### config.mk
export PLATFORM = sky130hd
export DESIGN_NAME = sync_crc16_frame_receiver_core_flat
export DESIGN_NICKNAME = d
export VERILOG_FILES = /design/src/rtl/scfr_pkg.sv /design/src/rtl/scfr_req_if.sv /design/src/rtl/scfr_rsp_if.sv /design/src/rtl/scfr_crc16_unit.sv /design/src/rtl/sync_crc16_frame_receiver_core.sv /design/src/flat_wrapper.sv
export SDC_FILE = /design/constraint.sdc
export NUM_CORES = 1
export LEC_CHECK = 0
export ABC_AREA = 1
export BUFFER_PORTS_ARGS = -buffer_cell sky130_fd_sc_hd__buf_2
export CELL_PAD_IN_SITES_DETAIL_PLACEMENT = 0
export CELL_PAD_IN_SITES_GLOBAL_PLACEMENT = 2
export CORE_MARGIN = 4
export CORE_UTILIZATION = 34
export CTS_CLUSTER_SIZE = 30
export DETAILED_ROUTE_END_ITERATION = 16
export GPL_ROUTABILITY_DRIVEN = 0
export PLACE_DENSITY = 0.89
export SYNTH_ARGS = -nofsm -noshare
export SYNTH_HDL_FRONTEND = slang
export SYNTH_SLANG_ARGS = --single-unit
### constraint.sdc
create_clock -name clock -period 2 [get_ports clock]
set_clock_uncertainty 0.05 [all_clocks]
set_input_delay 0.4 -clock clock [delete_from_list [all_inputs] [get_ports clock]]
set_output_delay 0.4 -clock clock [all_outputs]
set_load 0.01 [all_outputs]
### src/rtl/scfr_pkg.sv
//------------------------------------------------------------------------------
// scfr_pkg
// Shared constants, types and the CRC-16/X.25 byte update for the deframer.
//------------------------------------------------------------------------------
`default_nettype none

package scfr_pkg;

   localparam int unsigned FrameBytesDefault = 20;

   localparam logic [7:0]  SyncFirst  = 8'h47;
   localparam logic [7:0]  SyncSecond = 8'h44;
   localparam logic [15:0] CrcInit    = 16'hFFFF;
   localparam logic [15:0] CrcXorOut  = 16'hFFFF;
   localparam logic [15:0] CrcPoly    = 16'h8408;

   // reflected CRC, one byte, LSB first
   function automatic logic [15:0] crc_byte(input logic [15:0] crc, input logic [7:0] data);
      logic [15:0] c;
      c = crc ^ {8'h00, data};
      for (int k = 0; k < 8; k++) begin
         if (c[0]) begin
            c = (c >> 1) ^ CrcPoly;
         end else begin
            c = c >> 1;
         end
      end
      return c;
   endfunction

   localparam logic [15:0] CrcHeader = crc_byte(crc_byte(CrcInit, SyncFirst), SyncSecond);

   typedef struct packed {
      logic load_header;
      logic feed;
      logic clear;
   } crc_ctrl_type;

endpackage

`default_nettype wire

### src/rtl/scfr_req_if.sv
//------------------------------------------------------------------------------
// scfr_req_if
// Receive-byte channel: valid/ready handshake with one serial byte per word.
//------------------------------------------------------------------------------
`default_nettype none

interface scfr_req_if;
   logic       valid;
   logic       ready;
   logic [7:0] rx_byte;

   modport source (output valid, output rx_byte, input ready);
   modport sink   (input valid, input rx_byte, output ready);
endinterface

`default_nettype wire

### src/rtl/scfr_rsp_if.sv
//------------------------------------------------------------------------------
// scfr_rsp_if
// Frame-byte channel: valid/ready handshake, one frame byte with its position
// and the end-of-frame check verdict per word.
//------------------------------------------------------------------------------
`default_nettype none

interface scfr_rsp_if;
   logic       valid;
   logic       ready;
   logic [7:0] frame_byte;
   logic [5:0] byte_position;
   logic       frame_end;
   logic       check_passed;

   modport source (output valid, output frame_byte, output byte_position,
                   output frame_end, output check_passed, input ready);
   modport sink   (input valid, input frame_byte, input byte_position,
                   input frame_end, input check_passed, output ready);
endinterface

`default_nettype wire

### src/rtl/scfr_crc16_unit.sv
//------------------------------------------------------------------------------
// scfr_crc16_unit
// Running CRC-16/X.25 register with header preload and byte-wide update.
//------------------------------------------------------------------------------
`default_nettype none

module scfr_crc16_unit (
   input  wire logic                  clock,
   input  wire logic                  reset,
   input  wire scfr_pkg::crc_ctrl_type ctrl,
   input  wire logic [7:0]            data,
   output logic [15:0]                crc
);
   import scfr_pkg::*;

   logic [15:0] crc_ff;
   logic [15:0] crc_in;

   always_comb begin
      crc_in = crc_ff;
      if (ctrl.clear) begin
         crc_in = CrcInit;
      end else if (ctrl.load_header) begin
         crc_in = CrcHeader;
      end else if (ctrl.feed) begin
         crc_in = crc_byte(crc_ff, data);
      end
   end

   always_ff @(posedge clock) begin
      if (reset) begin
         crc_ff <= CrcInit;
      end else begin
         crc_ff <= crc_in;
      end
   end

   assign crc = crc_ff;

endmodule

`default_nettype wire

### src/rtl/sync_crc16_frame_receiver_core.sv
//------------------------------------------------------------------------------
// sync_crc16_frame_receiver_core
// Hunts for the 0x47 0x44 header, passes out every following frame byte with
// its position and checks the CRC-16/X.25 carried in the last two bytes.
//
//   channel  dir  word
//   req      in   rx_byte
//   rsp      out  frame_byte, byte_position, frame_end, check_passed
//
// One byte per cycle while req.ready is high; the result is registered and appears in the cycle after acceptance.
// Header bytes and hunted bytes produce no rsp word.
// req.ready drops only while a rsp word is held and rsp.ready is low.
// Synchronous reset returns to header hunt with the CRC at its initial value.
//------------------------------------------------------------------------------
`default_nettype none

module sync_crc16_frame_receiver_core #(
   parameter int unsigned FRAME_BYTES = scfr_pkg::FrameBytesDefault
) (
   input  wire logic    clock,
   input  wire logic    reset,
   scfr_req_if.sink     req,
   scfr_rsp_if.source   rsp
);
   import scfr_pkg::*;

   localparam logic [5:0] LastPos     = 6'(FRAME_BYTES - 1);
   localparam logic [5:0] CheckLowPos = 6'(FRAME_BYTES - 2);

   logic       in_frame_ff, in_frame_in;
   logic       prev_sync_ff, prev_sync_in;
   logic [5:0] count_ff, count_in;
   logic [7:0] check_low_ff, check_low_in;

   logic       rsp_valid_ff, rsp_valid_in;
   logic [7:0] rsp_byte_ff, rsp_byte_in;
   logic [5:0] rsp_pos_ff, rsp_pos_in;
   logic       rsp_end_ff, rsp_end_in;
   logic       rsp_pass_ff, rsp_pass_in;

   logic         accept;
   logic [15:0]  crc;
   crc_ctrl_type crc_ctrl;

   assign req.ready = !rsp_valid_ff || rsp.ready;
   assign accept    = req.valid && req.ready;

   scfr_crc16_unit u_crc (
      .clock (clock),
      .reset (reset),
      .ctrl  (crc_ctrl),
      .data  (req.rx_byte),
      .crc   (crc)
   );

   always_comb begin
      in_frame_in  = in_frame_ff;
      prev_sync_in = prev_sync_ff;
      count_in     = count_ff;
      check_low_in = check_low_ff;
      crc_ctrl     = '0;

      rsp_valid_in = rsp_valid_ff && !rsp.ready;
      rsp_byte_in  = rsp_byte_ff;
      rsp_pos_in   = rsp_pos_ff;
      rsp_end_in   = rsp_end_ff;
      rsp_pass_in  = rsp_pass_ff;

      if (accept) begin
         if (!in_frame_ff) begin
            if (prev_sync_ff && req.rx_byte == SyncSecond) begin
               in_frame_in          = 1'b1;
               prev_sync_in         = 1'b0;
               count_in             = 6'd2;
               crc_ctrl.load_header = 1'b1;
            end else begin
               prev_sync_in = (req.rx_byte == SyncFirst);
            end
         end else begin
            rsp_valid_in = 1'b1;
            rsp_byte_in  = req.rx_byte;
            rsp_pos_in   = count_ff;
            rsp_end_in   = 1'b0;
            rsp_pass_in  = 1'b0;
            if (count_ff < CheckLowPos) begin
               crc_ctrl.feed = 1'b1;
               count_in      = count_ff + 6'd1;
            end else if (count_ff == CheckLowPos) begin
               check_low_in = req.rx_byte;
               count_in     = count_ff + 6'd1;
            end else begin
               rsp_end_in     = 1'b1;
               rsp_pass_in    = ({req.rx_byte, check_low_ff} == (crc ^ CrcXorOut));
               in_frame_in    = 1'b0;
               prev_sync_in   = 1'b0;
               count_in       = '0;
               check_low_in   = '0;
               crc_ctrl.clear = 1'b1;
            end
         end
      end
   end

   always_ff @(posedge clock) begin
      if (reset) begin
         in_frame_ff  <= 1'b0;
         prev_sync_ff <= 1'b0;
         count_ff     <= '0;
         check_low_ff <= '0;
         rsp_valid_ff <= 1'b0;
      end else begin
         in_frame_ff  <= in_frame_in;
         prev_sync_ff <= prev_sync_in;
         count_ff     <= count_in;
         check_low_ff <= check_low_in;
         rsp_valid_ff <= rsp_valid_in;
      end
   end

   always_ff @(posedge clock) begin
      rsp_byte_ff <= rsp_byte_in;
      rsp_pos_ff  <= rsp_pos_in;
      rsp_end_ff  <= rsp_end_in;
      rsp_pass_ff <= rsp_pass_in;
   end

   assign rsp.valid         = rsp_valid_ff;
   assign rsp.frame_byte    = rsp_byte_ff;
   assign rsp.byte_position = rsp_pos_ff;
   assign rsp.frame_end     = rsp_end_ff;
   assign rsp.check_passed  = rsp_pass_ff;

   a_end_at_last: assert property (@(posedge clock) disable iff (reset)
      rsp_valid_ff && rsp_end_ff |-> rsp_pos_ff == LastPos)
      else $error("frame end off the last position");

   a_pass_only_at_end: assert property (@(posedge clock) disable iff (reset)
      rsp_valid_ff && !rsp_end_ff |-> !rsp_pass_ff)
      else $error("check verdict before frame end");

   a_count_range: assert property (@(posedge clock) disable iff (reset)
      in_frame_ff |-> count_ff >= 6'd2 && count_ff <= LastPos)
      else $error("byte count out of frame");

   a_hunt_after_frame: assert property (@(posedge clock) disable iff (reset)
      accept && in_frame_ff && count_ff == LastPos |=> !in_frame_ff && crc == CrcInit)
      else $error("no return to hunt after frame");

   a_no_rsp_in_hunt: assert property (@(posedge clock) disable iff (reset)
      accept && !in_frame_ff && !rsp_valid_ff |=> !rsp_valid_ff)
      else $error("word emitted while hunting");

endmodule

`default_nettype wire

### src/flat_wrapper.sv
// flat-port wrapper written by rule: the top's interface ports become plain ports
module sync_crc16_frame_receiver_core_flat import scfr_pkg::*;
#(
   parameter int unsigned FRAME_BYTES = scfr_pkg::FrameBytesDefault
)
  (clock, reset, req_valid, req_rx_byte, req_ready, rsp_valid, rsp_frame_byte, rsp_byte_position, rsp_frame_end, rsp_check_passed, rsp_ready);
  scfr_req_if req_i ();
  scfr_rsp_if rsp_i ();
  input  wire logic clock;
  input  wire logic reset;
  input wire logic [$bits(req_i.valid)-1:0] req_valid;
  input wire logic [$bits(req_i.rx_byte)-1:0] req_rx_byte;
  output wire logic [$bits(req_i.ready)-1:0] req_ready;
  output wire logic [$bits(rsp_i.valid)-1:0] rsp_valid;
  output wire logic [$bits(rsp_i.frame_byte)-1:0] rsp_frame_byte;
  output wire logic [$bits(rsp_i.byte_position)-1:0] rsp_byte_position;
  output wire logic [$bits(rsp_i.frame_end)-1:0] rsp_frame_end;
  output wire logic [$bits(rsp_i.check_passed)-1:0] rsp_check_passed;
  input wire logic [$bits(rsp_i.ready)-1:0] rsp_ready;
  assign req_i.valid = req_valid;
  assign req_i.rx_byte = req_rx_byte;
  assign req_ready = req_i.ready;
  assign rsp_valid = rsp_i.valid;
  assign rsp_frame_byte = rsp_i.frame_byte;
  assign rsp_byte_position = rsp_i.byte_position;
  assign rsp_frame_end = rsp_i.frame_end;
  assign rsp_check_passed = rsp_i.check_passed;
  assign rsp_i.ready = rsp_ready;
  sync_crc16_frame_receiver_core #(.FRAME_BYTES(FRAME_BYTES)) u_core (.clock(clock), .reset(reset), .req(req_i), .rsp(rsp_i));
endmodule
# == Yosys cells after proc, flatten, opt, wreduce, memory -nomap -nowiden ==
# Index checks and enable logic that the tools add are counted.
# W data, S select, Z words.
# totals
elab_cells,97
ff_bits,49
# op_classes
n_addsub,1
bitwise_logic,11
eq_ne,6
reduce_logical,15
mux,52
magnitude_cmp,1
# op_table
op,n
$mux W16,29
$mux W6,4
$not A2 Y3,8
$eq A16 B16 Y1,1
$eq A8 B7 Y1 const B,2
$not A16 Y16,1
$xor A16 B8 Y16,1
$mux W1,14
$mux W4,2
$mux W8,1
$add A6 B1 Y6 const B,1
$eq A6 B5 Y1 const B,1
$lt A6 B5 Y1 const B,1
$reduce_and A3 Y1,2
$ne A2 B2 Y1 const B,2
$reduce_and A2 Y1,2
$reduce_bool A2 Y1,2
$reduce_or A2 Y1,2
$logic_and A1 B1 Y1,3
$mux W3,1
$reduce_or A3 Y1,1
$logic_not A1 Y1,2
$mux W2,1
$logic_or A1 B1 Y1,1
$not A1 Y1,1

# == Longest topological paths before layout ==
# depth
depth_word,42
depth_mapped,10

# == Cells and area by module ==
# A second synthesis with hierarchy kept.
# unflattened
hier_cells,350
area_unflattened_um2,2672.6
# modules_own_cells
module,cells_per_inst,seq_area_each_um2,area_per_inst_um2,n_inst
sync_crc16_frame_receiver_core,181,820.8,1640.3,1
scfr_crc16_unit,169,320.3,1032.2,1

# == Worst setup path after synthesis ==
# OpenSTA, ideal clock, no wires.
# synth_path
path_type,input-to-reg
startpoint,input port rsp_ready
endpoint,"register u_core.u_crc.crc_ff[11], in the netlist u_core.u_crc.crc[11]"
setup_slack_ns,0.361
required_time_ns,1.830
arrival_ns,1.469
cell_stages,9
setup_ns,0.120
cell_sequence,inv_1 nand2_1 nand2_2 nor2_8 nand3_2 buf_6 buf_8 nand2_1 nand3_2
# synth_between
elab_chain_cells,4
# synth_lines
element,line,source
start: declaration,flat_wrapper.sv:19,input wire logic [$bits(rsp_i.ready)-1:0] rsp_ready;
$logic_or A1 B1 Y1 (*),sync_crc16_frame_receiver_core.sv:45,assign req.ready = !rsp_valid_ff || rsp.ready;
via req_ready,flat_wrapper.sv:13,output wire logic [$bits(req_i.ready)-1:0] req_ready;
$logic_and A1 B1 Y1 (*),sync_crc16_frame_receiver_core.sv:46,assign accept = req.valid && req.ready;
$mux W3 (*),sync_crc16_frame_receiver_core.sv:69,if (accept) begin
$reduce_or A3 Y1 (no line),-,
end signal: assignment,scfr_crc16_unit.sv:32,crc_ff <= CrcInit;
end signal: assignment,scfr_crc16_unit.sv:34,crc_ff <= crc_in;
end: declaration,scfr_crc16_unit.sv:16,logic [15:0] crc_ff;
# The timed path passes the listed nets; every way through them passes the cells marked *.
# A chain may end at the register's enable or synchronous reset.

# == Worst setup path after layout ==
# layout_path
startpoint,register u_core.count_ff[0]
endpoint,register u_core.prev_sync_ff
# layout_between
elab_chain_cells,3
# layout_lines
element,line,source
start: declaration,sync_crc16_frame_receiver_core.sv:32,"logic [5:0] count_ff, count_in;"
start signal: assignment,sync_crc16_frame_receiver_core.sv:114,count_ff <= count_in;
$lt A6 B5 Y1 or $eq A6 B5 Y1 (tied branches),"sync_crc16_frame_receiver_core.sv:85, sync_crc16_frame_receiver_core.sv:88",
$ne A2 B2 Y1 (no line),-,
$reduce_and A3 Y1 (no line) (*),-,
end signal: assignment,sync_crc16_frame_receiver_core.sv:113,prev_sync_ff <= prev_sync_in;
end: declaration,sync_crc16_frame_receiver_core.sv:31,"logic prev_sync_ff, prev_sync_in;"
# Every way passes the cells marked *; elsewhere a longest branch is shown, timed or not.

==> flow_metrics.py <==
metrics = {
    "clock_network": {
        "insertion_delay_ps": 310,
        "htree_levels": 2,
        "cts_hold_buf": 0,
        "clock_path_buffers": 2,
        "ctsResizeCount": 0,
        "cts_tree": "built",
        "clk_pin_slew_worst_paths_ps": 100,
        "cts_sinks": 49,
        "cts_buffers": 5,
        "postCtsSetupBuffers": 0,
        "cts_root_buf": "clkbuf_8",
    },
    "logic_synthesis": {
        "synth-seq-cells": 49,
        "syn_area_um2": 2550,
        "synth_top_cell_area_share_pct": 25.9,
        "synthesis.nets": 331,
        "synthCells": 317,
        "ys_seq_area_share_pct": 44.7,
        "netlist-cell-type-count": 28,
        "yosysTopAreaCell": "dfxtp_1",
        "syn_avg_cell_area_um2": 8.05,
        "synth.area.top_cells": "dfxtp_1 (26%), edfxtp_1 (19%), nand2_1 (12%)",
        "yosysWarnings": 0,
    },
    "min_path": {
        "worstHoldStart": "req_rx_byte[4]",
        "hold_end": "u_core.rsp.frame_byte[4]",
        "holdPathStages": 1,
        "min_path_type": "primary input to flip-flop",
    },
    "critical_path": {
        "r2r_start": "u_core.count_ff[0]",
        "worstPathArrival_ps": 1890,
        "path_class": "flip-flop to flip-flop",
        "r2r_end": "u_core.prev_sync_ff",
        "cp-start-kind": "flip-flop",
        "rrSetupSlack_ps": 320,
        "critPathRequiredTime_ps": 2210,
        "rr_worst_depth": 9,
        "critPathCaptureType": "flip-flop",
        "path_max_fanout": 9,
    },
    "drt": {
        "wl_per_cell_um": 13.5,
        "first_pass_iters": 4,
        "vias": 2090,
        "drt-initial-drc-count": 102,
        "wl_um": 6100,
        "antenna_left": 0,
        "drc_errors": 0,
        "via_per_inst": 4.62,
    },
    "place": {
        "dp_slack_ps": 184,
        "portBuffers": 29,
        "dp_hpwl_um": 4590,
        "dp_cells": 444,
    },
    "global_routing": {
        "antenna_found_initial": 0,
        "grtUsageMet1_pct": 20.7,
        "grt_max_degree": 18,
        "busiest_layer": "met2",
        "grt_use_met2_pct": 23.5,
        "grt_pass1_vias": 1983,
        "grt_pass1_wl_um": 10200,
        "grtUsageMet3_pct": 2.87,
        "grt_overflow_total": 0,
        "groute.usage.overall_pct": 14.8,
    },
    "sta": {
        "setup_viol": 0,
        "rsz0062_at_grt": "no",
        "period_share_pct": 84.1,
        "tns_ps": 0,
        "slew_headroom_pct": 70.8,
        "worstMarginPinSlew_ps": 435,
        "holdWs_ps": 309,
        "final.setup.worst_slack_ps": 319,
        "maxSlewViolCount": 0,
        "hold_viol_final": 0,
        "fmax_mhz": 595,
        "min_period_ps": 1680,
    },
    "final_layout": {
        "syn2layout_area_growth_pct": 15.4,
        "fillers": 790,
        "final_nets": 366,
        "drive_above_1_share_pct": 20.1,
        "n_antenna_cell": 0,
        "stdcell_count": 452,
    },
    "pwr": {
        "powerDensity_nw_per_um2": 652,
        "power.share.clock_pct": 40.0,
        "swShare_pct": 24.4,
        "power_frac_seq_pct": 53.4,
        "switching_power_uw": 469,
        "internal_power_uw": 1450,
        "leakage_uw": 0.00134,
        "ir_drop_v": 0.000341,
        "power_frac_comb_pct": 6.7,
    },
    "run": {
        "maxCapViolCount": 0,
    },
    "floorplan": {
        "rows": 31,
        "core_um2": 7290,
        "dieArea_um2": 8950,
        "ios": 30,
        "die_w_um": 94.6,
        "start_util_pct": 35.0,
        "die_h_um": 94.6,
    },
    "status": {
        "status": "finished, final reports clean",
    },
}
## power by group through the flow
stage	combinational (µW)	sequential (µW)	clock [µW]
final	128	1020	767
after global routing	146	1020	832
after CTS	130	1020	787
after detailed placement	129	1050	0
after global placement	130	1050	0
after floorplan	79.3	1050	0
## final cells by class
type / instances / area (µm²) / share of cell area [%]
Timing Repair Buffer: 34 / 208 / 7.05
Inverter: 39 / 146 / 4.97
Clock inverter: 3 / 50.0 / 1.70
Sequential cell: 49 / 1140 / 38.8
Clock buffer: 5 / 68.8 / 2.34
Multi-Input combinational cell: 223 / 1210 / 41.0
Tap cell: 99 / 124 / 4.21
## routing by layer
layer,share of wire (%),vias to the layer above
met5,0,-
met4,1.0,0
met3,3.1,5
met2,45,38
met1,51,957
li1,-,1090
## worst max-delay path, stage by stage, from the launching register on
cell and delay [ps]:
dfxtp_1 400, inv_1 90, ha_1 200, nand3_1 160, clkinv_1 300, nand2_1 130, nand3_1 90, nand2_1 70
nand2_1 40, nor2_1 100
## worst max path at each step
stage                                   from                    to  slack (ps)  cells after the start
final                     u_core.count_ff[0]   u_core.prev_sync_ff         320                      9
after global routing      u_core.count_ff[0]   u_core.prev_sync_ff          60                      9
after CTS                 u_core.count_ff[0]   u_core.prev_sync_ff         300                      9
after detailed placement           rsp_ready  u_core.u_crc.crc[13]         180                      9
after global placement             rsp_ready  u_core.u_crc.crc[14]         250                      9
after floorplan                    rsp_ready  u_core.u_crc.crc[11]         360                      9
## stage by stage
stage | utilization (%) | area, µm² | total power [µW]
floorplan | - | 2550 | 1130
global placement | 38.7 | 2830 | 1180
detailed placement | 38.7 | 2830 | 1180
CTS | 40.4 | 2940 | 1940
global route | 40.4 | 2940 | 2000
finish | 40.4 | 2940 | 1920
## sequential cells by signal (all words and copies together), names as in the netlist
name and cells:
u_core.rsp.frame_end 1, u_core.u_crc.crc 16, u_core.rsp.byte_position 6, u_core.count_ff 6
u_core.prev_sync_ff 1, u_core.rsp.frame_byte 8, u_core.in_frame_ff 1, u_core.rsp.check_passed 1
u_core.check_low_ff 8, u_core.rsp.valid 1
## cell usage after synthesis
master     n
nor2_2     3
nor3_1     3
edfxtp_1  16
nand3_2    9
o22ai_1    2
nand2_4    2
nand4_1    7
ha_1       2
o21ai_0    3
nor2_8     1
or2_2      1
or2_0      1
nor2_1    19
inv_2      4
nand2_1   81
nand2_2    8
buf_8      1
buf_6      3
clkbuf_2   1
clkinv_1   1
a21oi_1   13
inv_1     34
nand3_1   42
xnor2_1   10
dfxtp_1   33
nor2_4     1
xor2_1    15
clkbuf_1   1
## kinds of logic after synthesis
group                      count (synthesis)  synth area share [%]
adders and majority gates                  2                 0.981
and+or+nand+nor                          178                  34.1
DFF                                       49                  44.7
buffers and inverters                     45                  7.99
AOI/OAI and AO/OA                         18                  3.63
xor gates and xnor gates                  25                  8.58
## placed cells by master (no fill, tap or decap), types with 2 or more instances in the layout
cell type and n:
nand2_1 81, edfxtp_1 16, xor2_1 15, nand3_2 9
xnor2_1 10, nand2_2 8, a21oi_1 13, nand4_1 7
nor2_2 3, nand3_1 42, nor2_1 19, buf_4 3
nor3_1 3, dfxtp_1 33, ha_1 2, inv_2 4
o21ai_0 3, buf_2 29, buf_12 2, o22ai_1 2
clkbuf_8 5, inv_1 34, nand2_4 2
Note: power is estimated with default switching activity, not from simulation.
